**src/hw/rtl/assert_macros.svh**
```systemverilog
// assertion macros shared by the rtl
// no dependencies
`ifndef ASSERT_MACROS_SVH
`define ASSERT_MACROS_SVH

// property checked on the rising clock edge, off while reset is high
`define ASSERT_CLK(label, clk, rst, prop, msg) \
   label: assert property (@(posedge clk) disable iff (rst) prop) else $error(msg);

// property checked on every rising clock edge, reset included
`define ASSERT_ALWAYS(label, clk, prop, msg) \
   label: assert property (@(posedge clk) prop) else $error(msg);

`endif

```
**src/hw/rtl/sric_pkg.sv**
```systemverilog
// types, codes and helpers of the source rate intrusion filter
// no dependencies
package sric_pkg;

   localparam int FLOW_DEPTH_DEF   = 64;
   localparam int RECENT_DEPTH_DEF = 16;
   localparam int TRUST_DEPTH_DEF  = 16;
   localparam int QUEUE_DEPTH      = 2;

   localparam logic [31:0] TRUST_ADDR0 = 32'h7F00_0001;
   localparam logic [31:0] TRUST_ADDR1 = 32'hC0A8_0101;

   localparam logic [3:0]  THRESHOLD_RST = 4'd5;
   localparam logic [15:0] WINDOW_RST    = 16'd10;
   localparam logic [15:0] LARGE_RST     = 16'd1500;
   localparam logic [15:0] PORT_A_RST    = 16'd23;
   localparam logic [15:0] PORT_B_RST    = 16'd3389;

   localparam int CSR_INDEX_W = 3;
   localparam logic [CSR_INDEX_W-1:0] CSR_THRESHOLD = 3'd0;
   localparam logic [CSR_INDEX_W-1:0] CSR_WINDOW    = 3'd1;
   localparam logic [CSR_INDEX_W-1:0] CSR_LARGE     = 3'd2;
   localparam logic [CSR_INDEX_W-1:0] CSR_PORT_A    = 3'd3;
   localparam logic [CSR_INDEX_W-1:0] CSR_PORT_B    = 3'd4;

   localparam logic [1:0] REQ_PACKET   = 2'd0;
   localparam logic [1:0] REQ_TRUST    = 2'd1;
   localparam logic [1:0] REQ_UNBLOCK  = 2'd2;
   localparam logic [1:0] REQ_RESERVED = 2'd3;

   typedef enum logic [3:0] {
      V_TRUSTED       = 4'd0,
      V_BLOCKED       = 4'd1,
      V_CLEAN         = 4'd2,
      V_RATE          = 4'd3,
      V_OVERSIZE      = 4'd4,
      V_PORT          = 4'd5,
      V_TABLE_FULL    = 4'd6,
      V_TRUST_ADDED   = 4'd7,
      V_TRUST_FULL    = 4'd8,
      V_UNBLOCKED     = 4'd9,
      V_NOT_BLOCKED   = 4'd10
   } verdict_type;

   typedef enum logic [1:0] {
      CMD_PACKET,
      CMD_UNBLOCK,
      CMD_DONE
   } cmd_kind_type;

   typedef struct packed {
      cmd_kind_type kind;
      verdict_type  verdict;
      logic [31:0]  ip;
      logic [31:0]  stamp;
      logic [15:0]  bytes;
      logic [15:0]  port;
   } cmd_type;

   typedef struct packed {
      logic full;
      logic empty;
   } q_status_type;

   typedef struct packed {
      logic [3:0]  threshold;
      logic [15:0] window;
      logic [15:0] size_limit;
      logic [15:0] port_a;
      logic [15:0] port_b;
   } cfg_type;

   typedef enum logic [3:0] {
      B_IDLE,
      B_SCAN,
      B_HIT,
      B_MISS,
      B_PUSH,
      B_EXP_RD,
      B_EXP_CK,
      B_DECIDE,
      B_RESP
   } back_state_type;

   function automatic logic [31:0] sat_inc32(input logic [31:0] v);
      return (v == 32'hFFFF_FFFF) ? v : v + 32'd1;
   endfunction

   function automatic logic [31:0] sat_add32(input logic [31:0] a, input logic [31:0] b);
      logic [32:0] s;
      s = {1'b0, a} + {1'b0, b};
      return s[32] ? 32'hFFFF_FFFF : s[31:0];
   endfunction

endpackage

```
**src/hw/rtl/sric_queue.sv**
```systemverilog
// short command queue between front and back
// depends on sric_pkg
module sric_queue import sric_pkg::*; (
   input  logic         clock,
   input  logic         reset,
   input  logic         push,
   input  cmd_type      push_cmd,
   input  logic         pop,
   output cmd_type      head_cmd,
   output q_status_type status
);
   localparam int PW = (QUEUE_DEPTH > 1) ? $clog2(QUEUE_DEPTH) : 1;
   localparam int CW = $clog2(QUEUE_DEPTH + 1);

   cmd_type         slot_ff [QUEUE_DEPTH];
   logic [PW-1:0]   wr_ff, wr_in, rd_ff, rd_in;
   logic [CW-1:0]   count_ff, count_in;

   function automatic logic [PW-1:0] bump(input logic [PW-1:0] p);
      return (p == PW'(QUEUE_DEPTH - 1)) ? '0 : p + PW'(1);
   endfunction

   always_comb begin
      wr_in    = push ? bump(wr_ff) : wr_ff;
      rd_in    = pop ? bump(rd_ff) : rd_ff;
      count_in = count_ff + CW'(push) - CW'(pop);
   end

   always_ff @(posedge clock) begin
      if (reset) begin
         wr_ff    <= '0;
         rd_ff    <= '0;
         count_ff <= '0;
      end else begin
         wr_ff    <= wr_in;
         rd_ff    <= rd_in;
         count_ff <= count_in;
      end
      if (push) begin
         slot_ff[wr_ff] <= push_cmd;
      end
   end

   assign head_cmd     = slot_ff[rd_ff];
   assign status.full  = (count_ff == CW'(QUEUE_DEPTH));
   assign status.empty = (count_ff == '0);
endmodule

```
**config.mk**
```make
export PLATFORM = sky130hd
export DESIGN_NAME = sric_queue
export DESIGN_NICKNAME = d
export VERILOG_FILES = /design/src/hw/rtl/assert_macros.svh /design/src/hw/rtl/sric_pkg.sv /design/src/hw/rtl/sric_queue.sv
export SDC_FILE = /design/constraint.sdc
export NUM_CORES = 1
export LEC_CHECK = 0
export BUFFER_PORTS_ARGS = -buffer_cell sky130_fd_sc_hd__buf_2
export CAP_MARGIN = 25
export CORE_ASPECT_RATIO = 1.5
export CORE_MARGIN = 2
export CORE_UTILIZATION = 50
export DETAILED_ROUTE_END_ITERATION = 10
export PLACE_DENSITY = 0.74
export RECOVER_POWER = 50
export SYNTH_ARGS = -nofsm -noshare
export SYNTH_HDL_FRONTEND = slang
export SYNTH_SLANG_ARGS = --single-unit
export TNS_END_PERCENT = 30
```
**constraint.sdc**
```tcl
create_clock -name clock -period 6.6 [get_ports clock]
set_input_delay 0.99 -clock clock [delete_from_list [all_inputs] [get_ports clock]]
set_output_delay 0.99 -clock clock [all_outputs]
set_load 0.01 [all_outputs]
```
==> impl_metrics.toml, run 1 <==
[synthesis]
synth_top_area_share_pct = 77.55
synthTopCellsByArea = "edfxtp_1 78%, mux2_4 15%, mux2_2 3.1%, dfxtp_1 1.3%, buf_6 1.1%"
yosysSeqAreaShare_pct = 78.82
ys_seq_elements = 209
synth.most_common_cell = "edfxtp_1"
syn-cell-area_mm2 = 0.007899
ys_types = 14
async_reset_ff_share_pct = 0
avgSynthCellArea_um2 = 23.37
synth_edf_count = 204
yosysWarnings = 0
ys.flop_type = "edfxtp_1"
syn_nets = 446
synthCells = 338
yosys-top-cells-count = "204 x edfxtp_1, 80 x mux2_4, 22 x mux2_2"
yosysTopAreaCell = "edfxtp_1"

[detailed_routing]
wl_mm = 14.21
drtIter0Drc = 194
first_pass_iters = 4
vias = 3834
remaining_drc_errors = 0
viasPerCell = 4.934
drtAntennaViolNets = 0
avgRoutedWirePerCell_um = 18.29

[setup_path]
crit_required_ps = 5610
critPathCaptureType = "output port"
crit_path_start_kind = "flop"
timing.rr.start = "wr_ff$_SDFFE_PP0P_"
crit_path_max_incr_delay_ps = 990
path_delay_family = "flip-flops"
slowest_stage = "dfxtp_4"
crit_path_max_fanout = 55
critPathKind = "flop to output port"
path_cells = "buf_4 -> mux2_2 -> buf_2"
worst-endpoint-arrival_ps = 2930
crit_buf_inv = 2

[global_routing]
grtUsageTotal_pct = 16.30
grt_max_degree = 77
antenna_found_initial = 0
overflow = 0
grt_pass1_wl_mm = 20.78
first_global_vias = 4073

[power_and_ir_drop]
p_sw_share_pct = 21.36
p_per_area_mw_per_mm2 = 307.8
intPower_mw = 2.342
seqPwrFrac_pct = 53.4
p_leak_nw = 3.706
peakVddDrop_uv = 237.4
combPwrFrac_pct = 11.5
p_switching_mw = 0.6361
power_frac_clock_pct = 35.1

[placed_design]
post-place-ws_ps = 3184
io_buffers = 209
post-dp-hpwl_mm = 9.417
gp_congestion = 0.6849
place_area_mm2 = 0.009128

[floorplanning]
rows = 56
die_w_um = 106.6
die_h_um = 157.9
ios = 210
start_util_pct = 50.78
die-area_mm2 = 0.01684
core-area_mm2 = 0.01555

[timing]
rsz0062_at_grt = "false"
setup_violations = 0
slew_viol_final = 56
period_needed_ps = 3925
finalCritPeriodShare_pct = 59.47
worst_pin_slew_ps = 2365
timing.fmax_mhz = 254.8
finalHoldViolCount = 0
slew_headroom_pct = -57.99
clock-skew-final_ps = 25.91
tns_ps = 0
worst_slack_ps = 2675

[final_layout]
fin_nets = 669
multi_input_area_mm2 = 0.001558
drive_gt1_share_pct = 51.13
register_area_mm2 = 0.006230
utilization_pct = 62.21
design_area_mm2 = 0.009677
syn_to_final_growth_pct = 22.51
fillers = 1189

[clock_tree]
cts_tree = "done"
numCtsBuffers = 19
cts-hold-fix-buffers = 0
ctsResizeCount = 0
clock_latency_ps = 490
htreeDepth = 1
clockBufferDepth = 3
clkSlewWorstSetupHoldPaths_ps = 70
post_cts_buffers = 0
cts.sinks = 209
cts_root_buf = "clkbuf_16"

[min_path]
hold_class = "flop to flop"
hold_path_startpoint = "rd_ff$_SDFFE_PP0P_"

[job]
maxCapViolations = 2

[status]
status = "finished, violations left"
violations = "max-capacitance violations, max-slew violations"
-- cells in the final DEF, fill, tap and decap left out --
cell	n
mux2_2	22
inv_1	2
nor2b_1	3
bufinv_16	2
xnor2_1	2
inv_6	1
dfxtp_4	1
edfxtp_1	204
buf_2	164
buf_16	1
nor2_1	5
ha_1	2
clkbuf_16	19
buf_4	3
diode_2	1
xnor3_1	1
clkbuf_1	51
clkinv_1	5
and2_0	1
dfxtp_1	4
mux2_4	80
-- worst reg2reg max path, stage by stage (launching register included) --
cell and delay (ps):
dfxtp_1 340, nor2b_1 1760, buf_4 540, buf_16 330
-- through the flow --
stage	cells	total power, mW	hold WS, ps
2_1_floorplan	338	1.834	479.9
3_3_place_gp	742	1.954	495.4
3_5_place_dp	742	1.968	511.6
4_1_cts	775	3.018	535.3
5_1_grt	776	3.094	589.6
6_report	777	2.978	530.5
-- path summary, 6_finish.rpt --
kind | to | slack (ps) | cells past startpoint
max | head_cmd[0] | 2680 | 3
min | flop | 530 | 2
max reg2reg | slot_ff[0][86]$_DFFE_PP_ | 3250 | 3
min reg2reg | flop | 530 | 2
-- flip-flops by register name (all words and copies together) (netlist names), named ones only --
name / cells
count_ff: 2
wr_ff: 1
rd_ff: 1
slot_ff: 204
-- routing by layer --
| metal | vias up | global-route usage (%) | part of all wire (%) |
|---|---|---|---|
| met2 | 137 | 31.21 | 57 |
| li1 | 1782 | - | - |
| met4 | 0 | 6.741 | 2.6 |
| met5 | - | 0 | 0 |
| met3 | 25 | 4.611 | 7.2 |
| met1 | 1890 | 16.30 | 33 |
-- logic make-up after synthesis --
kind of cell / after synthesis / synth area share (%)
flip-flops: 209 / 78.82
adder cells (fa/ha/maj): 2 / 0.3168
AND/OR/NAND/NOR: 9 / 0.5545
multiplexers: 102 / 18.34
XOR/XNOR: 3 / 0.5069
buffers and inverters: 13 / 1.457
-- layout make-up --
| type | count | share of cell area (%) |
|---|---|---|
| Multi-Input combinational cell | 116 | 16.10 |
| Inverter | 2 | 0.07758 |
| Tap cell | 203 | 2.625 |
| Clock buffer | 25 | 5.146 |
| Timing Repair Buffer | 213 | 10.74 |
| Sequential cell | 209 | 64.38 |
| Antenna cell | 1 | 0.02586 |
| Clock inverter | 8 | 0.9051 |
-- power by group through the flow --
| stage | clock [mW] | combinational, mW | sequential (mW) |
|---|---|---|---|
| after floorplan | 0 | 0.232 | 1.60 |
| after CTS | 1.08 | 0.350 | 1.59 |
| after global placement | 0 | 0.341 | 1.61 |
| after detailed placement | 0 | 0.348 | 1.62 |
| after global routing | 1.13 | 0.368 | 1.60 |
| final | 1.05 | 0.343 | 1.59 |
No activity file was read; power rests on OpenSTA's default activity.
==> inputs of run 2 (changes only) <==
clock period = 3.94 ns   (was 6.6 ns; I/O delays follow)
==> run 2 against run 1 <==
  * The run still ends with max-capacitance violations, max-slew violations left
  * Sequential share of layout area decreased by 0.058 points
  * Power rose by 68%
  * Combinational power up 71%
  * Clock power rose by 68%
  * Core utilization rose by 0.056 points
  * Register-to-register slack worse by 2200 ps
  * Global-route usage decreased by 0.35 points
  * First-iteration DRC count up 16%
  * Design area about the same
  * Sequential cell count stayed put
  * Critical path type is now flop to flop
==> impl_metrics.toml, run 2 (same netlist as run 1, synthesis figures left out) <==
[status]
status = "finished, violations left"
violations = "max-capacitance violations, max-slew violations"

[detailed_routing]
dr_wl_met3_mm = 1.102
vias = 3841
m1WireLength_mm = 4.918
remaining_drc_errors = 0
avgRoutedWirePerCell_um = 17.77
drtAntennaViolNets = 0
drtIter0Drc = 225
wl_mm = 13.84
dr_wl_met2_mm = 7.374
first_pass_iters = 6
top_layer = "met5"
viasPerCell = 4.931

[setup_path]
crit_path_max_incr_delay_ps = 1800
timing.rr.start = "wr_ff$_SDFFE_PP0P_"
path_delay_family = "buffers and inverters"
crit_buf_inv = 1
crit_path_max_fanout = 102
r2r_end = "slot_ff[0][48]$_DFFE_PP_"
critPathCaptureType = "flop"
reg2reg_setup_slack_ps = 1080
crit_required_ps = 3980
worst-endpoint-arrival_ps = 2900
crit_path_start_kind = "flop"
slowest_stage = "clkbuf_2"
critPathKind = "flop to flop"
rr_worst_depth = 2
path_cells = "nor2b_4 -> clkbuf_2"

[floorplanning]
die_w_um = 106.6
core-area_mm2 = 0.01555
die-area_mm2 = 0.01684
start_util_pct = 50.78
die_h_um = 157.9
rows = 56
ios = 210

[timing]
period_needed_ps = 2856
tns_ps = 0
slew_headroom_pct = -75.33
setup_violations = 0
finalHoldViolCount = 0
worst_pin_slew_ps = 2630
rsz0062_at_grt = "false"
finalCritPeriodShare_pct = 72.49
slew_viol_final = 103
timing.fmax_mhz = 350.1
worst_hold_slack_ps = 277.6
worst_slack_ps = 1084
clock-skew-final_ps = 22.85

[clock_tree]
htreeDepth = 1
clkSlewWorstSetupHoldPaths_ps = 60
clock_latency_ps = 500
cts.sinks = 209
post_cts_buffers = 0
ctsResizeCount = 0
cts-hold-fix-buffers = 0
cts_root_buf = "clkbuf_16"
numCtsBuffers = 20
clockBufferDepth = 3
cts_tree = "done"

[power_and_ir_drop]
intPower_mw = 3.914
p_per_area_mw_per_mm2 = 516.4
seqPwrFrac_pct = 53.0
p_leak_nw = 3.695
p_switching_mw = 1.088
power.total_mw = 5.001
combPwrFrac_pct = 11.7
peakVddDrop_uv = 390.2
p_sw_share_pct = 21.75
power_frac_clock_pct = 35.3

[global_routing]
overflow = 0
grt_pass1_wl_mm = 20.52
first_global_vias = 3952
antenna_found_initial = 1
grtUsageTotal_pct = 15.95
grt_max_degree = 103

[placed_design]
post-dp-hpwl_mm = 9.238
place_inst = 744
post-place-ws_ps = 1638
io_buffers = 209
gp_congestion = 0.7165
place_area_mm2 = 0.009168

[final_layout]
design_area_mm2 = 0.009686
reg.largest.list = "slot_ff x204, count_ff x2"
syn_to_final_growth_pct = 22.62
fillers = 1174
fin_nets = 671
utilization_pct = 62.27
antennaDiodeCount = 0
layout_common_cells = "204 x edfxtp_1, 150 x buf_2, 80 x mux2_4"
layout_commonest_cell = "edfxtp_1"
final_cells = 779
drive_gt1_share_pct = 50.00
largest_reg_flops = 204
top_register = "slot_ff"

[min_path]
hold_class = "input pin to flop"
hold_path_startpoint = "push_cmd[10]"
hold_end = "slot_ff[0][10]$_DFFE_PP_"
worstHoldPathCells = 1

[job]
maxCapViolations = 1
## run 2: cell count changes in the layout (fill, tap and decap cells not counted), moves of 4 or more
cell / change
buf_2: -14
clkbuf_1: +14
clkinv_1: -4
clkinv_2: +5
## run 2: power groups by stage
stage                     clock (mW)  sequential (mW)  combinational, mW
after floorplan                    0             2.68              0.389
after global placement             0             2.68              0.596
after detailed placement           0             2.69              0.608
after CTS                       1.81             2.64              0.612
after global routing            1.89             2.66              0.635
final                           1.76             2.65              0.587
## run 2: layout make-up
cell class                      instances  area [um2]  area share (%)
Clock buffer                           26       523.0           5.400
Inverter                                2       7.507         0.07751
Multi-Input combinational cell        116        1568           16.19
Tap cell                              203       254.0           2.622
Timing Repair Buffer                  214        1020           10.53
Sequential cell                       209        6230           64.32
Clock inverter                          9       83.83          0.8655
## run 2: worst max-delay path by stage
stage                                           end  depth (start not counted)  slack (ps)          startpoint
after detailed placement  slot_ff[1][100]$_DFFE_PP_                          3        1640                push
final                      slot_ff[0][48]$_DFFE_PP_                          2        1080  wr_ff$_SDFFE_PP0P_
after global routing       slot_ff[0][47]$_DFFE_PP_                          2         840  wr_ff$_SDFFE_PP0P_
after CTS                              head_cmd[75]                          3        1210                flop
after floorplan             slot_ff[0][0]$_DFFE_PP_                          1         250                push
after global placement    slot_ff[1][101]$_DFFE_PP_                          3        1680                push
## run 2: per-layer routing
layer	GRT usage, %	up-vias
met5	0	-
met1	17.99	1870
met2	28.42	147
met3	4.611	32
met4	6.308	2
li1	-	1790
==> inputs of run 3 (changes only) <==
CORE_UTILIZATION = 47   (was 50)
PLACE_DENSITY = 0.73   (was 0.74)
clock period = 2.3 ns   (was 3.94 ns; I/O delays follow)
==> run 3 against run 2 <==
  * The run now ends clean
  * Global-route usage fell by 0.64 points
  * Non-clock buffer count rose by 3
  * Power rose by 75%
  * Design area rose by 1.4%
  * Critical endpoint is now head_cmd[12]
  * Largest power group unchanged
  * Highest routed layer is now met4
==> impl_metrics.toml, run 3 (same netlist as run 1, synthesis figures left out) <==
[status]
status = "complete, no violations"

[min_path]
worstHoldPathCells = 1
hold_path_startpoint = "push_cmd[18]"
hold_end = "slot_ff[1][18]$_DFFE_PP_"
hold_class = "input pin to flop"

[detailed_routing]
drtIter0Drc = 186
drtAntennaViolNets = 0
remaining_drc_errors = 0
wl_mm = 14.09
viasPerCell = 4.838
avgRoutedWirePerCell_um = 17.73
vias = 3846
first_pass_iters = 4

[global_routing]
first_global_vias = 4093
overflow = 0
antenna_found_initial = 5
grtUsageTotal_pct = 15.31
grt_max_degree = 63
grt_pass1_wl_mm = 20.60

[power_and_ir_drop]
combPwrFrac_pct = 11.9
intPower_mw = 6.868
power_frac_clock_pct = 36.4
p_sw_share_pct = 21.41
p_per_area_mw_per_mm2 = 890.1
p_leak_nw = 3.768
peakVddDrop_uv = 707.1
seqPwrFrac_pct = 51.7
p_switching_mw = 1.871

[clock_tree]
htreeDepth = 1
cts_tree = "done"
cts.sinks = 209
cts_root_buf = "clkbuf_16"
clkSlewWorstSetupHoldPaths_ps = 60
clock_latency_ps = 480
cts-hold-fix-buffers = 0
clockBufferDepth = 3
numCtsBuffers = 20
ctsResizeCount = 0
post_cts_buffers = 0

[setup_path]
worst-endpoint-arrival_ps = 1760
slowest_stage = "dfxtp_4"
critPathCaptureType = "output port"
crit_buf_inv = 2
crit_path_start_kind = "flop"
timing.rr.start = "wr_ff$_SDFFE_PP0P_"
r2r_end = "slot_ff[0][67]$_DFFE_PP_"
path_delay_family = "flip-flops"
path_cells = "buf_12 -> mux2_2 -> buf_2"
reg2reg_setup_slack_ps = 300
critPathKind = "flop to output port"
rr_worst_depth = 2
crit_required_ps = 1960
crit_path_max_fanout = 32
crit_path_max_incr_delay_ps = 480

[final_layout]
layout_commonest_cell = "edfxtp_1"
top_register = "slot_ff"
layout_common_cells = "204 x edfxtp_1, 164 x buf_2, 80 x mux2_4"
drive_gt1_share_pct = 52.24
reg.largest.list = "slot_ff x204, count_ff x2"
syn_to_final_growth_pct = 24.30
fin_nets = 674
design_area_mm2 = 0.009818
utilization_pct = 59.08
largest_reg_flops = 204

[timing]
worst_pin_slew_ps = 1466
finalCritPeriodShare_pct = 91.43
timing.fmax_mhz = 475.5
rsz0062_at_grt = "false"
slew_viol_final = 0
clock-skew-final_ps = 6.577
period_needed_ps = 2103
worst_slack_ps = 197.1
slew_headroom_pct = 2.243
worst_hold_slack_ps = 45.88
tns_ps = 0
setup_violations = 0
finalHoldViolCount = 0

[placed_design]
place_area_mm2 = 0.009236
gp_congestion = 0.6996
post-place-ws_ps = 678.5
post-dp-hpwl_mm = 9.550
io_buffers = 209

[floorplanning]
die_w_um = 109.9
start_util_pct = 47.53
core-area_mm2 = 0.01662
die_h_um = 162.8
rows = 58
ios = 210
die-area_mm2 = 0.01788

[job]
maxCapViolations = 0
run 3: cell types whose count changed in the layout (fill, tap and decap cells not counted), sizes merged:
cell | previous run | this run
buf | 154 | 171
bufinv | 1 | 2
clkbuf | 86 | 70
clkinv | 7 | 9
clkinvlp | 0 | 1
diode | 0 | 5
inv | 3 | 2
run 3: final cells by class:
cell class / instances / area (um2)
well taps: 210 / 262.8
repair buffers: 217 / 1096
clock inverters: 12 / 105.1
flip-flops and latches: 209 / 6230
inverters: 2 / 7.507
clock buffers: 24 / 536.8
fillers: 1272 / 6800
multi-input cells: 116 / 1568
diodes: 5 / 12.51
run 3: power groups by stage:
stage	Combinational [mW]	Clock [mW]	Sequential, mW
6_report	1.04	3.18	4.52
5_1_grt	1.12	3.42	4.54
3_5_place_dp	1.08	0	4.60
2_1_floorplan	0.668	0	4.58
4_1_cts	1.08	3.28	4.52
3_3_place_gp	1.05	0	4.58
run 3: how the worst max path moves through the flow:
stage / from / end / slack, ps / cells past startpoint
2_1_floorplan: push / slot_ff[0][0]$_DFFE_PP_ / -10 / 1
3_3_place_gp: flop / head_cmd[12] / 710 / 3
3_5_place_dp: flop / head_cmd[12] / 680 / 3
6_report: flop / head_cmd[12] / 200 / 3
5_1_grt: flop / head_cmd[7] / 110 / 3
4_1_cts: flop / head_cmd[12] / 140 / 3
run 3: metrics by stage:
| stage | total power, mW | cells |
|---|---|---|
| after floorplan | 5.245 | 338 |
| final | 8.739 | 795 |
| after global placement | 5.630 | 754 |
| after CTS | 8.877 | 790 |
| after global routing | 9.080 | 791 |
| after detailed placement | 5.677 | 754 |
run 3: worst reg2reg max path, stage by stage (launching register included):
cell and delay (ps):
dfxtp_1 350, nor2b_4 120, buf_2 1080
run 3: per-layer routing:
layer	track usage (%)	wire [um]	vias up
li1	-	-	1800
met1	15.86	4771	1860
met2	27.47	7626	144
met3	4.282	1064	42
met4	7.883	632	0
met5	0	0	-
