==> src/hw/rtl/assert_macros.svh <==
// assertion macros shared by the rtl
// no dependencies
`ifndef ASSERT_MACROS_SVH
`define ASSERT_MACROS_SVH

// property checked on the rising clock edge, off while reset is high
`define ASSERT_CLK(label, clk, rst, prop, msg) \
   label: assert property (@(posedge clk) disable iff (rst) prop) else $error(msg);

// property checked on every rising clock edge, reset included
`define ASSERT_ALWAYS(label, clk, prop, msg) \
   label: assert property (@(posedge clk) prop) else $error(msg);

`endif

==> src/hw/rtl/sric_pkg.sv <==
// types, codes and helpers of the source rate intrusion filter
// no dependencies
package sric_pkg;

   localparam int FLOW_DEPTH_DEF   = 64;
   localparam int RECENT_DEPTH_DEF = 16;
   localparam int TRUST_DEPTH_DEF  = 16;
   localparam int QUEUE_DEPTH      = 2;

   localparam logic [31:0] TRUST_ADDR0 = 32'h7F00_0001;
   localparam logic [31:0] TRUST_ADDR1 = 32'hC0A8_0101;

   localparam logic [3:0]  THRESHOLD_RST = 4'd5;
   localparam logic [15:0] WINDOW_RST    = 16'd10;
   localparam logic [15:0] LARGE_RST     = 16'd1500;
   localparam logic [15:0] PORT_A_RST    = 16'd23;
   localparam logic [15:0] PORT_B_RST    = 16'd3389;

   localparam int CSR_INDEX_W = 3;
   localparam logic [CSR_INDEX_W-1:0] CSR_THRESHOLD = 3'd0;
   localparam logic [CSR_INDEX_W-1:0] CSR_WINDOW    = 3'd1;
   localparam logic [CSR_INDEX_W-1:0] CSR_LARGE     = 3'd2;
   localparam logic [CSR_INDEX_W-1:0] CSR_PORT_A    = 3'd3;
   localparam logic [CSR_INDEX_W-1:0] CSR_PORT_B    = 3'd4;

   localparam logic [1:0] REQ_PACKET   = 2'd0;
   localparam logic [1:0] REQ_TRUST    = 2'd1;
   localparam logic [1:0] REQ_UNBLOCK  = 2'd2;
   localparam logic [1:0] REQ_RESERVED = 2'd3;

   typedef enum logic [3:0] {
      V_TRUSTED       = 4'd0,
      V_BLOCKED       = 4'd1,
      V_CLEAN         = 4'd2,
      V_RATE          = 4'd3,
      V_OVERSIZE      = 4'd4,
      V_PORT          = 4'd5,
      V_TABLE_FULL    = 4'd6,
      V_TRUST_ADDED   = 4'd7,
      V_TRUST_FULL    = 4'd8,
      V_UNBLOCKED     = 4'd9,
      V_NOT_BLOCKED   = 4'd10
   } verdict_type;

   typedef enum logic [1:0] {
      CMD_PACKET,
      CMD_UNBLOCK,
      CMD_DONE
   } cmd_kind_type;

   typedef struct packed {
      cmd_kind_type kind;
      verdict_type  verdict;
      logic [31:0]  ip;
      logic [31:0]  stamp;
      logic [15:0]  bytes;
      logic [15:0]  port;
   } cmd_type;

   typedef struct packed {
      logic full;
      logic empty;
   } q_status_type;

   typedef struct packed {
      logic [3:0]  threshold;
      logic [15:0] window;
      logic [15:0] size_limit;
      logic [15:0] port_a;
      logic [15:0] port_b;
   } cfg_type;

   typedef enum logic [3:0] {
      B_IDLE,
      B_SCAN,
      B_HIT,
      B_MISS,
      B_PUSH,
      B_EXP_RD,
      B_EXP_CK,
      B_DECIDE,
      B_RESP
   } back_state_type;

   function automatic logic [31:0] sat_inc32(input logic [31:0] v);
      return (v == 32'hFFFF_FFFF) ? v : v + 32'd1;
   endfunction

   function automatic logic [31:0] sat_add32(input logic [31:0] a, input logic [31:0] b);
      logic [32:0] s;
      s = {1'b0, a} + {1'b0, b};
      return s[32] ? 32'hFFFF_FFFF : s[31:0];
   endfunction

endpackage

==> src/hw/rtl/sric_channels.sv <==
// request and response channel interfaces
// no dependencies
interface sric_req_if;
   logic        valid;
   logic        ready;
   logic [1:0]  req_type;
   logic [31:0] source_ip;
   logic [31:0] arrival_time;
   logic [15:0] packet_bytes;
   logic [15:0] dest_port;

   modport source (output valid, req_type, source_ip, arrival_time, packet_bytes, dest_port,
                   input ready);
   modport sink (input valid, req_type, source_ip, arrival_time, packet_bytes, dest_port,
                 output ready);
endinterface


==> src/hw/rtl/sric_front.sv <==
// front end: accepts requests, keeps the trusted list, classifies each word
// depends on sric_pkg and sric_channels
module sric_front import sric_pkg::*; #(
   parameter int TRUST_DEPTH = TRUST_DEPTH_DEF
) (
   input  logic       clock,
   input  logic       reset,
   sric_req_if.sink   req_chan,
   input  logic       q_full,
   output logic       q_push,
   output cmd_type    q_cmd
);
   localparam int TW = $clog2(TRUST_DEPTH);

   logic [31:0]   addr_ff  [TRUST_DEPTH];
   logic          valid_ff [TRUST_DEPTH];
   logic          hit;
   logic          free_found;
   logic [TW-1:0] free_idx;
   logic          accept;
   logic          tr_we;

   always_comb begin
      hit        = 1'b0;
      free_found = 1'b0;
      free_idx   = '0;
      for (int i = 0; i < TRUST_DEPTH; i++) begin
         if (valid_ff[i] && addr_ff[i] == req_chan.source_ip) begin
            hit = 1'b1;
         end
         if (!free_found && !valid_ff[i]) begin
            free_found = 1'b1;
            free_idx   = TW'(i);
         end
      end
   end

   assign req_chan.ready = !q_full;
   assign accept         = req_chan.valid && !q_full;
   assign q_push         = accept;
   assign tr_we          = accept && req_chan.req_type == REQ_TRUST && !hit && free_found;

   always_comb begin
      q_cmd.ip    = req_chan.source_ip;
      q_cmd.stamp = req_chan.arrival_time;
      q_cmd.bytes = req_chan.packet_bytes;
      q_cmd.port  = req_chan.dest_port;
      unique case (req_chan.req_type)
         REQ_PACKET: begin
            q_cmd.kind    = hit ? CMD_DONE : CMD_PACKET;
            q_cmd.verdict = V_TRUSTED;
         end
         REQ_TRUST: begin
            q_cmd.kind    = CMD_DONE;
            q_cmd.verdict = (hit || free_found) ? V_TRUST_ADDED : V_TRUST_FULL;
         end
         REQ_UNBLOCK: begin
            q_cmd.kind    = CMD_UNBLOCK;
            q_cmd.verdict = V_NOT_BLOCKED;
         end
         REQ_RESERVED: begin
            q_cmd.kind    = CMD_DONE;
            q_cmd.verdict = V_NOT_BLOCKED;
         end
         default: begin
            q_cmd.kind    = CMD_DONE;
            q_cmd.verdict = V_NOT_BLOCKED;
         end
      endcase
   end

   always_ff @(posedge clock) begin
      if (reset) begin
         for (int i = 0; i < TRUST_DEPTH; i++) begin
            valid_ff[i] <= 1'b0;
            addr_ff[i]  <= '0;
         end
         valid_ff[0] <= 1'b1;
         valid_ff[1] <= 1'b1;
         addr_ff[0]  <= TRUST_ADDR0;
         addr_ff[1]  <= TRUST_ADDR1;
      end else if (tr_we) begin
         valid_ff[free_idx] <= 1'b1;
         addr_ff[free_idx]  <= req_chan.source_ip;
      end
   end
endmodule

==> src/flat_wrapper.sv <==
// flat-port wrapper written by rule: the top's interface ports become plain ports
module sric_front_flat import sric_pkg::*;
#(
   parameter int TRUST_DEPTH = TRUST_DEPTH_DEF
)
  (clock, reset, q_full, q_push, q_cmd, req_chan_valid, req_chan_req_type, req_chan_source_ip, req_chan_arrival_time, req_chan_packet_bytes, req_chan_dest_port, req_chan_ready);
  sric_req_if req_chan_i ();
  input  logic clock;
  input  logic reset;
  input  logic q_full;
  output logic q_push;
  output cmd_type q_cmd;
  input wire logic [$bits(req_chan_i.valid)-1:0] req_chan_valid;
  input wire logic [$bits(req_chan_i.req_type)-1:0] req_chan_req_type;
  input wire logic [$bits(req_chan_i.source_ip)-1:0] req_chan_source_ip;
  input wire logic [$bits(req_chan_i.arrival_time)-1:0] req_chan_arrival_time;
  input wire logic [$bits(req_chan_i.packet_bytes)-1:0] req_chan_packet_bytes;
  input wire logic [$bits(req_chan_i.dest_port)-1:0] req_chan_dest_port;
  output wire logic [$bits(req_chan_i.ready)-1:0] req_chan_ready;
  assign req_chan_i.valid = req_chan_valid;
  assign req_chan_i.req_type = req_chan_req_type;
  assign req_chan_i.source_ip = req_chan_source_ip;
  assign req_chan_i.arrival_time = req_chan_arrival_time;
  assign req_chan_i.packet_bytes = req_chan_packet_bytes;
  assign req_chan_i.dest_port = req_chan_dest_port;
  assign req_chan_ready = req_chan_i.ready;
  sric_front #(.TRUST_DEPTH(TRUST_DEPTH)) u_core (.clock(clock), .reset(reset), .req_chan(req_chan_i), .q_full(q_full), .q_push(q_push), .q_cmd(q_cmd));
endmodule
==> config.mk <==
export PLATFORM = sky130hd
export DESIGN_NAME = sric_front_flat
export DESIGN_NICKNAME = d
export VERILOG_FILES = /design/src/hw/rtl/assert_macros.svh /design/src/hw/rtl/sric_pkg.sv /design/src/hw/rtl/sric_channels.sv /design/src/hw/rtl/sric_front.sv /design/src/flat_wrapper.sv
export SDC_FILE = /design/constraint.sdc
export NUM_CORES = 1
export LEC_CHECK = 0
export BUFFER_PORTS_ARGS = -buffer_cell sky130_fd_sc_hd__buf_2
export CORE_UTILIZATION = 50
export DETAILED_ROUTE_END_ITERATION = 10
export PLACE_DENSITY_LB_ADDON = 0.25
export SKIP_CTS_REPAIR_TIMING = 1
export SLEW_MARGIN = 20
export SYNTH_ARGS = -nofsm -noshare
export SYNTH_HDL_FRONTEND = slang
export SYNTH_SLANG_ARGS = --single-unit
export TNS_END_PERCENT = 30
==> constraint.sdc <==
create_clock -name clock -period 14.9 [get_ports clock]
set_input_delay 0.745 -clock clock [delete_from_list [all_inputs] [get_ports clock]]
set_output_delay 0.745 -clock clock [all_outputs]
set_load 0.02 [all_outputs]
==> reports/qor.csv, run 1 <==
metric,value,unit
whs_path_depth,2,
io_buffers,77,
drc,0,
num_io_pins,206,
critPathKind,input port to flip-flop,
skew,32.6,ps
dieWidth,240,um
multi_input_area,10700,um2
drive_gt1_frac,0.111,
ys_seq_area_frac,0.553,
status,"complete, no violations",
clk_pin_slew,60,ps
grt_max_degree,103,
cts-root-buf,clkbuf_16,
syn-cell-area,28400,um2
vias,21270,
drtPass1Iterations,8,
pwr-share-comb,0.107,
start_util,0.511,
pwr-share-clk,0.388,
dp_hpwl,54700,um
cts.sinks,528,
synth_commonest_cells,"512 x edfxtp_1, 358 x nor4_1, 282 x nor3_1, 264 x xnor2_1, 238 x xor2_1",
globalRouteOverflowTotal,0,
path_max_fanout,102,
synth.net_count,2545,
rsz0062_at_grt,false,
maxCapViolations,0,
avgViaCountPerCell,6.86,
synthArstFlopShare,0,
fp.coreArea,55600,um2
netlist.area_leader.share,0.541,
antenna_found_initial,2,
yosys.cell_count.top_type,edfxtp_1,
synth-edff-count,512,
area_growth,5.75,%
grt_pass1_wl,138000,um
min_period_over_period,0.385,
p_int,2.50,mW
grt_pass1_vias,20027,
cts_buffer_depth,3,
setup_viol,0,
endpoint_kind,flip-flop,
synth_ff_type,edfxtp_1,
synth_top_cell_by_area,edfxtp_1,
diodes,0,
drv_slew,0,
synth_area_leaders,"edfxtp_1 54%, xnor2_1 8.1%, nor4_1 7.9%, xor2_1 7.3%, nor3_1 5.0%",
hold_violations,0,
swShare,0.261,
reg2regPathDepth,10,
yosys_warnings,0,
drt_iter0_markers,3371,
fin_tns_setup,0,ps
powerDensity,112,nW/um2
synth.avg_cell_area,11.6,um2
finish.net_count,2411,
track_usage,0.335,
htreeDepth,2,
critPathLaunchType,input port,
utilization,0.540,
fin_crit,5740,ps
ys_ff_latch,528,
tightest_slew,1270,ps
max_freq,174,MHz
leakagePower,9.47,nW
wl_per_cell,31.2,um
cts-buffers-inserted,55,
rows,86,
clk_latency,640,ps
die_y,240,um
required,15240,ps
detail_route.wirelength,96600,um
power.switching,0.884,mW
vdd_ir_drop_max,0.0000847,V
seq_power_share,0.505,
relSlewSlack,0.153,
cts_tree,yes,
regArea,15700,um2
ant_nets,0,
cp.arrival,6080,ps
hold_path.class,input port to flip-flop,
gp_congestion,0.952,
synth_cell_types,51,
die_area,57800,um2
synthCells,2443,
fillers,4820,
[flip-flops by register name (all words and copies together), names as in the netlist]
register / flops
u_core.addr_ff: 512
u_core.valid_ff: 16
[power groups by stage]
| stage | logic, mW | clock network [mW] | registers [mW] |
|---|---|---|---|
| 2_1_floorplan | 0.256 | 0 | 1.73 |
| 3_3_place_gp | 0.346 | 0 | 1.73 |
| 3_5_place_dp | 0.348 | 0 | 1.74 |
| 4_1_cts | 0.350 | 1.31 | 1.71 |
| 5_1_grt | 0.373 | 1.36 | 1.71 |
| 6_report | 0.362 | 1.31 | 1.71 |
[layout make-up]
cell class,count,share of cell area
Tap cell,748,0.0312
Inverter,46,0.00575
Clock buffer,68,0.0481
Sequential cell,528,0.522
Multi-Input combinational cell,1528,0.355
Timing Repair Buffer,150,0.0311
Clock inverter,31,0.00666
[worst max-delay path, stage by stage]
cell and delay [ps]:
buf_2 660, inv_1 690, a2111oi_0 500, or3b_2 490
nand4_1 100, or4_4 500, buf_4 650, buf_4 940
o21ai_2 300, buf_4 340
[cells by family after synthesis]
family / after synthesis / share of synthesized area
XOR/XNOR: 505 / 0.156
buffers and inverters: 387 / 0.0795
AO/OA/AOI/OAI: 65 / 0.0166
flip-flops: 528 / 0.553
AND/OR/NAND/NOR: 958 / 0.195
[metrics by stage]
step	instance area (um2)	hold WS, ps	worst slack [ps]	power, mW	cells
final	30000	554	9160	3.38	3099
after global routing	30000	549	8990	3.44	3099
after CTS	30000	532	9320	3.36	3099
after detailed placement	28400	542	8700	2.08	3000
after global placement	28400	539	8890	2.08	3000
after floorplan	28400	471	9460	1.99	2443
[placed cells by master (no fill, tap or decap), types with 38 or more instances in the layout]
| master | n |
|---|---|
| edfxtp_1 | 512 |
| nor3_1 | 282 |
| buf_4 | 73 |
| buf_2 | 77 |
| nand3_1 | 38 |
| nand2_1 | 47 |
| clkbuf_16 | 56 |
| nor4_1 | 358 |
| xor2_1 | 238 |
| xnor2_1 | 264 |
| nand4_1 | 127 |
[routing by layer]
| metal | up-vias | part of all wire | GRT usage |
|---|---|---|---|
| met5 | - | 0.00028 | 0 |
| met4 | 4 | 0.054 | 0.160 |
| met3 | 321 | 0.14 | 0.0777 |
| met2 | 1645 | 0.43 | 0.483 |
| met1 | 10405 | 0.38 | 0.475 |
| li1 | 8895 | - | - |
[path summary, 6_finish.rpt]
check                                             end  slack [ps]                    from
worst max-delay path            u_core.addr_ff[6][22]        9160  req_chan_source_ip[12]
worst min-delay path              u_core.valid_ff[12]         550                   reset
worst max register to register  u_core.addr_ff[6][22]        9820    u_core.addr_ff[0][7]
worst min register to register    u_core.valid_ff[12]         560     u_core.valid_ff[12]
No activity file was read; power rests on OpenSTA's default activity.
==> run 2: changes to the inputs <==
clock period = 5.1 ns   (was 14.9 ns; I/O delays follow)
==> reports/qor.csv, run 2 (synthesis results as in run 1) <==
metric,value,unit
status,"complete, no violations",
detail_route.wirelength,99500,um
antenna_found_initial,1,
critPathLaunchType,input port,
pwr-share-clk,0.389,
hold_violations,0,
endpoint_kind,output port,
largestRegisters,"u_core.addr_ff: 512 flops, u_core.valid_ff: 16 flops",
r2r-start,u_core.valid_ff[1],
max_freq,235,MHz
largest_register,u_core.addr_ff,
design_area,30400,um2
start_util,0.511,
cp.arrival,4010,ps
layout.cells.most_common,edfxtp_1,
grt_pass1_wl,141000,um
finish.net_count,2437,
ant_nets,0,
clk_latency,630,ps
wl_per_cell,31.8,um
hold_path.class,input port to flip-flop,
dp_cells,3026,
cts-root-buf,clkbuf_16,
critPathKind,input port to output port,
drt_iter0_markers,3274,
grt_pass1_vias,20103,
tightest_slew,1260,ps
min_period_over_period,0.835,
skew,27.6,ps
seq_power_share,0.501,
htreeDepth,2,
hp-start,reset,
powerDensity,327,nW/um2
crit_path_cell_trace,buf_2 -> buf_4 -> xor2_1 -> nor4b_1 -> nand4_1 -> or4_1 -> nand4_1 -> or4_4 -> buf_12 -> a2bb2oi_1 -> buf_2,
cts-buffers-inserted,55,
clk_pin_slew,60,ps
gp_congestion,0.969,
cts_buffer_depth,3,
drive_gt1_frac,0.120,
num_io_pins,206,
r2r_slack,1230,ps
drc,0,
fin_crit,4260,ps
die_y,240,um
globalRouteOverflowTotal,0,
relSlewSlack,0.161,
die_area,57800,um2
swShare,0.257,
required,4850,ps
cts_tree,yes,
drv_slew,0,
fp.coreArea,55600,um2
largest_reg_flops,512,
cp_slowest_cell,buf_2,
leakagePower,9.63,nW
multi_input_area,10700,um2
vdd_ir_drop_max,0.000263,V
grt_max_degree,69,
cp-startpoint,req_chan_source_ip[7],
vias,21510,
area_growth,6.88,%
dp_hpwl,59400,um
fillers,4733,
cts.sinks,528,
final-instance-count-excl-fill,3126,
cp_slowest_stage_delay,680,ps
drtPass1Iterations,5,
pwr-share-comb,0.110,
fin_tns_setup,0,ps
dpl_cell_area,28700,um2
path_max_fanout,45,
maxCapViolations,0,
p_int,7.38,mW
io_buffers,77,
layout_common_cells,"512 x edfxtp_1, 358 x nor4_1, 282 x nor3_1, 264 x xnor2_1, 238 x xor2_1",
rsz0062_at_grt,false,
setup_viol,0,
regArea,15700,um2
avgViaCountPerCell,6.88,
rows,86,
track_usage,0.345,
dieWidth,240,um
power.switching,2.55,mW
run 2: cell types whose count changed in the layout (fill, tap and decap cells not counted), sizes merged:
| cell | previous run | this run |
|---|---|---|
| inv | 44 | 45 |
| clkbuf | 68 | 86 |
| clkinvlp | 0 | 1 |
| diode | 0 | 1 |
| buf | 150 | 176 |
| clkinv | 31 | 11 |
run 2: final timing paths:
kind                                              end  depth (start not counted)
worst max-delay path                        q_cmd[97]                         11
worst min-delay path               u_core.valid_ff[4]                          2
worst max register to register  u_core.addr_ff[4][19]                          7
worst min register to register     u_core.valid_ff[5]                          2
run 2: final cells by class:
| class | count | area share |
|---|---|---|
| sequential | 528 | 0.517 |
| multi-input combinational | 1528 | 0.351 |
| clock buffer | 86 | 0.0512 |
| timing repair buffer | 176 | 0.0405 |
| tap | 748 | 0.0308 |
| inverter | 46 | 0.00569 |
| clock inverter | 13 | 0.00375 |
| antenna | 1 | 0.0000824 |
run 2: routing by layer:
| layer | routed length, um | global-route usage | up-vias |
|---|---|---|---|
| met3 | 14200 | 0.0780 | 291 |
| met5 | 8 | 0 | - |
| met4 | 5270 | 0.164 | 2 |
| li1 | - | - | 8943 |
| met1 | 36600 | 0.480 | 10595 |
| met2 | 43400 | 0.511 | 1679 |
run 2: critical path: cells and delay by family:
kind | cells | cell delay, ps
buffers and inverters | 4 | 1520
and+or+nand+nor | 5 | 1860
AOI/OAI and AO/OA | 1 | 200
xor gates and xnor gates | 1 | 110
run 2: per-stage QoR:
stage | utilization | setup slack (ps) | power [mW] | hold slack (ps)
finish | 0.546 | 839 | 9.93 | 57.1
global route | 0.546 | 825 | 10.1 | 50.2
CTS | 0.546 | 995 | 9.90 | 18.7
detailed placement | 0.516 | 876 | 6.12 | 510
global placement | 0.516 | 931 | 6.10 | 510
floorplan | - | 153 | 5.81 | 462
run 2: power groups by stage:
stage | registers, mW | clock network, mW | logic, mW
2_1_floorplan | 5.06 | 0 | 0.747
3_3_place_gp | 5.06 | 0 | 1.04
3_5_place_dp | 5.07 | 0 | 1.05
4_1_cts | 4.98 | 3.87 | 1.06
5_1_grt | 4.99 | 4.01 | 1.12
6_report | 4.98 | 3.86 | 1.09
==> run 3: changes to the inputs <==
clock period = 3.6 ns   (was 5.1 ns; I/O delays follow)
==> reports/qor.csv, run 3 (synthesis results as in run 1) <==
metric,value,unit
status,"complete, no violations",
dp_hpwl,61300,um
crit_path_frequent_cell,nand4_1,
clk_latency,620,ps
multi_input_area,10700,um2
gp_congestion,0.970,
grt_pass1_vias,20218,
cts.sinks,528,
r2r-start,u_core.valid_ff[3],
powerDensity,449,nW/um2
layout.cells.most_common,edfxtp_1,
vias,21633,
cts_tree,yes,
regArea,15700,um2
swShare,0.259,
pwr-share-clk,0.384,
die_y,240,um
tightest_slew,1290,ps
drc,0,
path_max_fanout,18,
setup_viol,0,
cts-buffers-inserted,55,
cp_slowest_cell,or4_1,
critPathKind,flip-flop to output port,
maxCapViolations,0,
htreeDepth,2,
largest_reg_flops,512,
num_io_pins,206,
cts_buffer_depth,3,
vdd_ir_drop_max,0.000355,V
skew,27.7,ps
fin_crit,3530,ps
required,3420,ps
fp.coreArea,55600,um2
globalRouteOverflowTotal,0,
seq_power_share,0.498,
grt_busiest_layer,met2,
rows,86,
ant_nets,0,
use_met1,0.491,
finish.net_count,2491,
pwr-share-comb,0.118,
largestRegisters,"u_core.addr_ff: 512 flops, u_core.valid_ff: 16 flops",
power.switching,3.66,mW
grt_max_degree,69,
grt_pass1_wl,144000,um
crit_path_cell_trace,xor2_1 -> nor4b_1 -> nand4_1 -> or4_1 -> nand4_1 -> or4_4 -> buf_16 -> a2bb2oi_1 -> buf_2,
avgViaCountPerCell,6.80,
largest_register,u_core.addr_ff,
min_period_over_period,0.981,
utilization,0.566,
track_usage,0.353,
dieWidth,240,um
area_growth,10.8,%
critPathLaunchType,flip-flop,
hold_violations,0,
layout_common_cells,"512 x edfxtp_1, 358 x nor4_1, 282 x nor3_1, 264 x xnor2_1, 238 x xor2_1",
antenna_found_initial,1,
clk_pin_slew,60,ps
start_util,0.511,
cp.arrival,3350,ps
detail_route.wirelength,102000,um
drt_iter0_markers,3245,
grtUsageMet2,0.519,
wl_per_cell,32.1,um
die_area,57800,um2
fillers,4668,
cts-root-buf,clkbuf_16,
rsz0062_at_grt,false,
use_met3,0.0832,
io_buffers,77,
p_int,10.5,mW
cp-startpoint,u_core.addr_ff[11][12],
hold_slack,165,ps
drv_slew,0,
cp_slowest_stage_delay,650,ps
max_freq,283,MHz
drtPass1Iterations,8,
leakagePower,10.2,nW
hold_path.class,input port to flip-flop,
drive_gt1_frac,0.139,
hp-start,req_chan_source_ip[19],
relSlewSlack,0.138,
endpoint_kind,output port,
==> run 3: changes by cell type in the layout (fill, tap and decap cells not counted), moves of 2 or more <==
cell / delta
clkinv_1: +15
buf_4: -4
inv_1: +2
buf_12: +55
clkbuf_8: +3
inv_2: -3
clkbuf_1: -14
==> run 3: power groups by stage <==
stage	logic [mW]	registers [mW]	clock network, mW
detailed placement	1.61	7.18	0
CTS	1.62	7.05	5.44
global placement	1.60	7.17	0
finish	1.67	7.05	5.43
floorplan	1.06	7.16	0
global route	1.72	7.07	5.66
==> run 3: cell type report <==
class,instances,share of cell area
Antenna cell,1,0.0000795
Clock buffer,73,0.0474
Clock inverter,27,0.00532
Inverter,46,0.00548
Multi-Input combinational cell,1528,0.338
Sequential cell,528,0.498
Tap cell,748,0.0297
Timing Repair Buffer,230,0.0750
==> run 3: metrics by stage <==
| step | cells | instance area, um2 | setup TNS (ps) | setup slack, ps | power, mW |
|---|---|---|---|---|---|
| 5_1_grt | 3180 | 31500 | 0 | 30.9 | 14.4 |
| 3_3_place_gp | 3076 | 29800 | 0 | 191 | 8.77 |
| 6_report | 3181 | 31500 | 0 | 70.0 | 14.2 |
| 4_1_cts | 3176 | 31400 | -20.6 | -20.6 | 14.1 |
| 2_1_floorplan | 2443 | 28400 | -139490 | -319 | 8.22 |
| 3_5_place_dp | 3076 | 29800 | 0 | 148 | 8.79 |
==> run 3: critical path, delay by kind of cell (launching register included) <==
kind                   cells  cell delay (ps)
AND/OR/NAND/NOR            5             1540
flip-flops                 1              400
buffers and inverters      2              370
AO/OA/AOI/OAI              1              190
XOR/XNOR                   1              180
==> run 3: worst paths after layout <==
kind	end	slack, ps	depth (start not counted)
worst min-delay path	u_core.addr_ff[11][19]	170	4
worst max-delay path	q_cmd[97]	70	9
worst max register to register	u_core.addr_ff[6][10]	450	7
worst min register to register	u_core.valid_ff[4]	550	2
==> run 3: metal layers <==
metal  wire, um  part of all wire
met5         48           0.00047
met3      14100              0.14
met4       5560             0.054
met1      38500              0.38
met2      43800              0.43
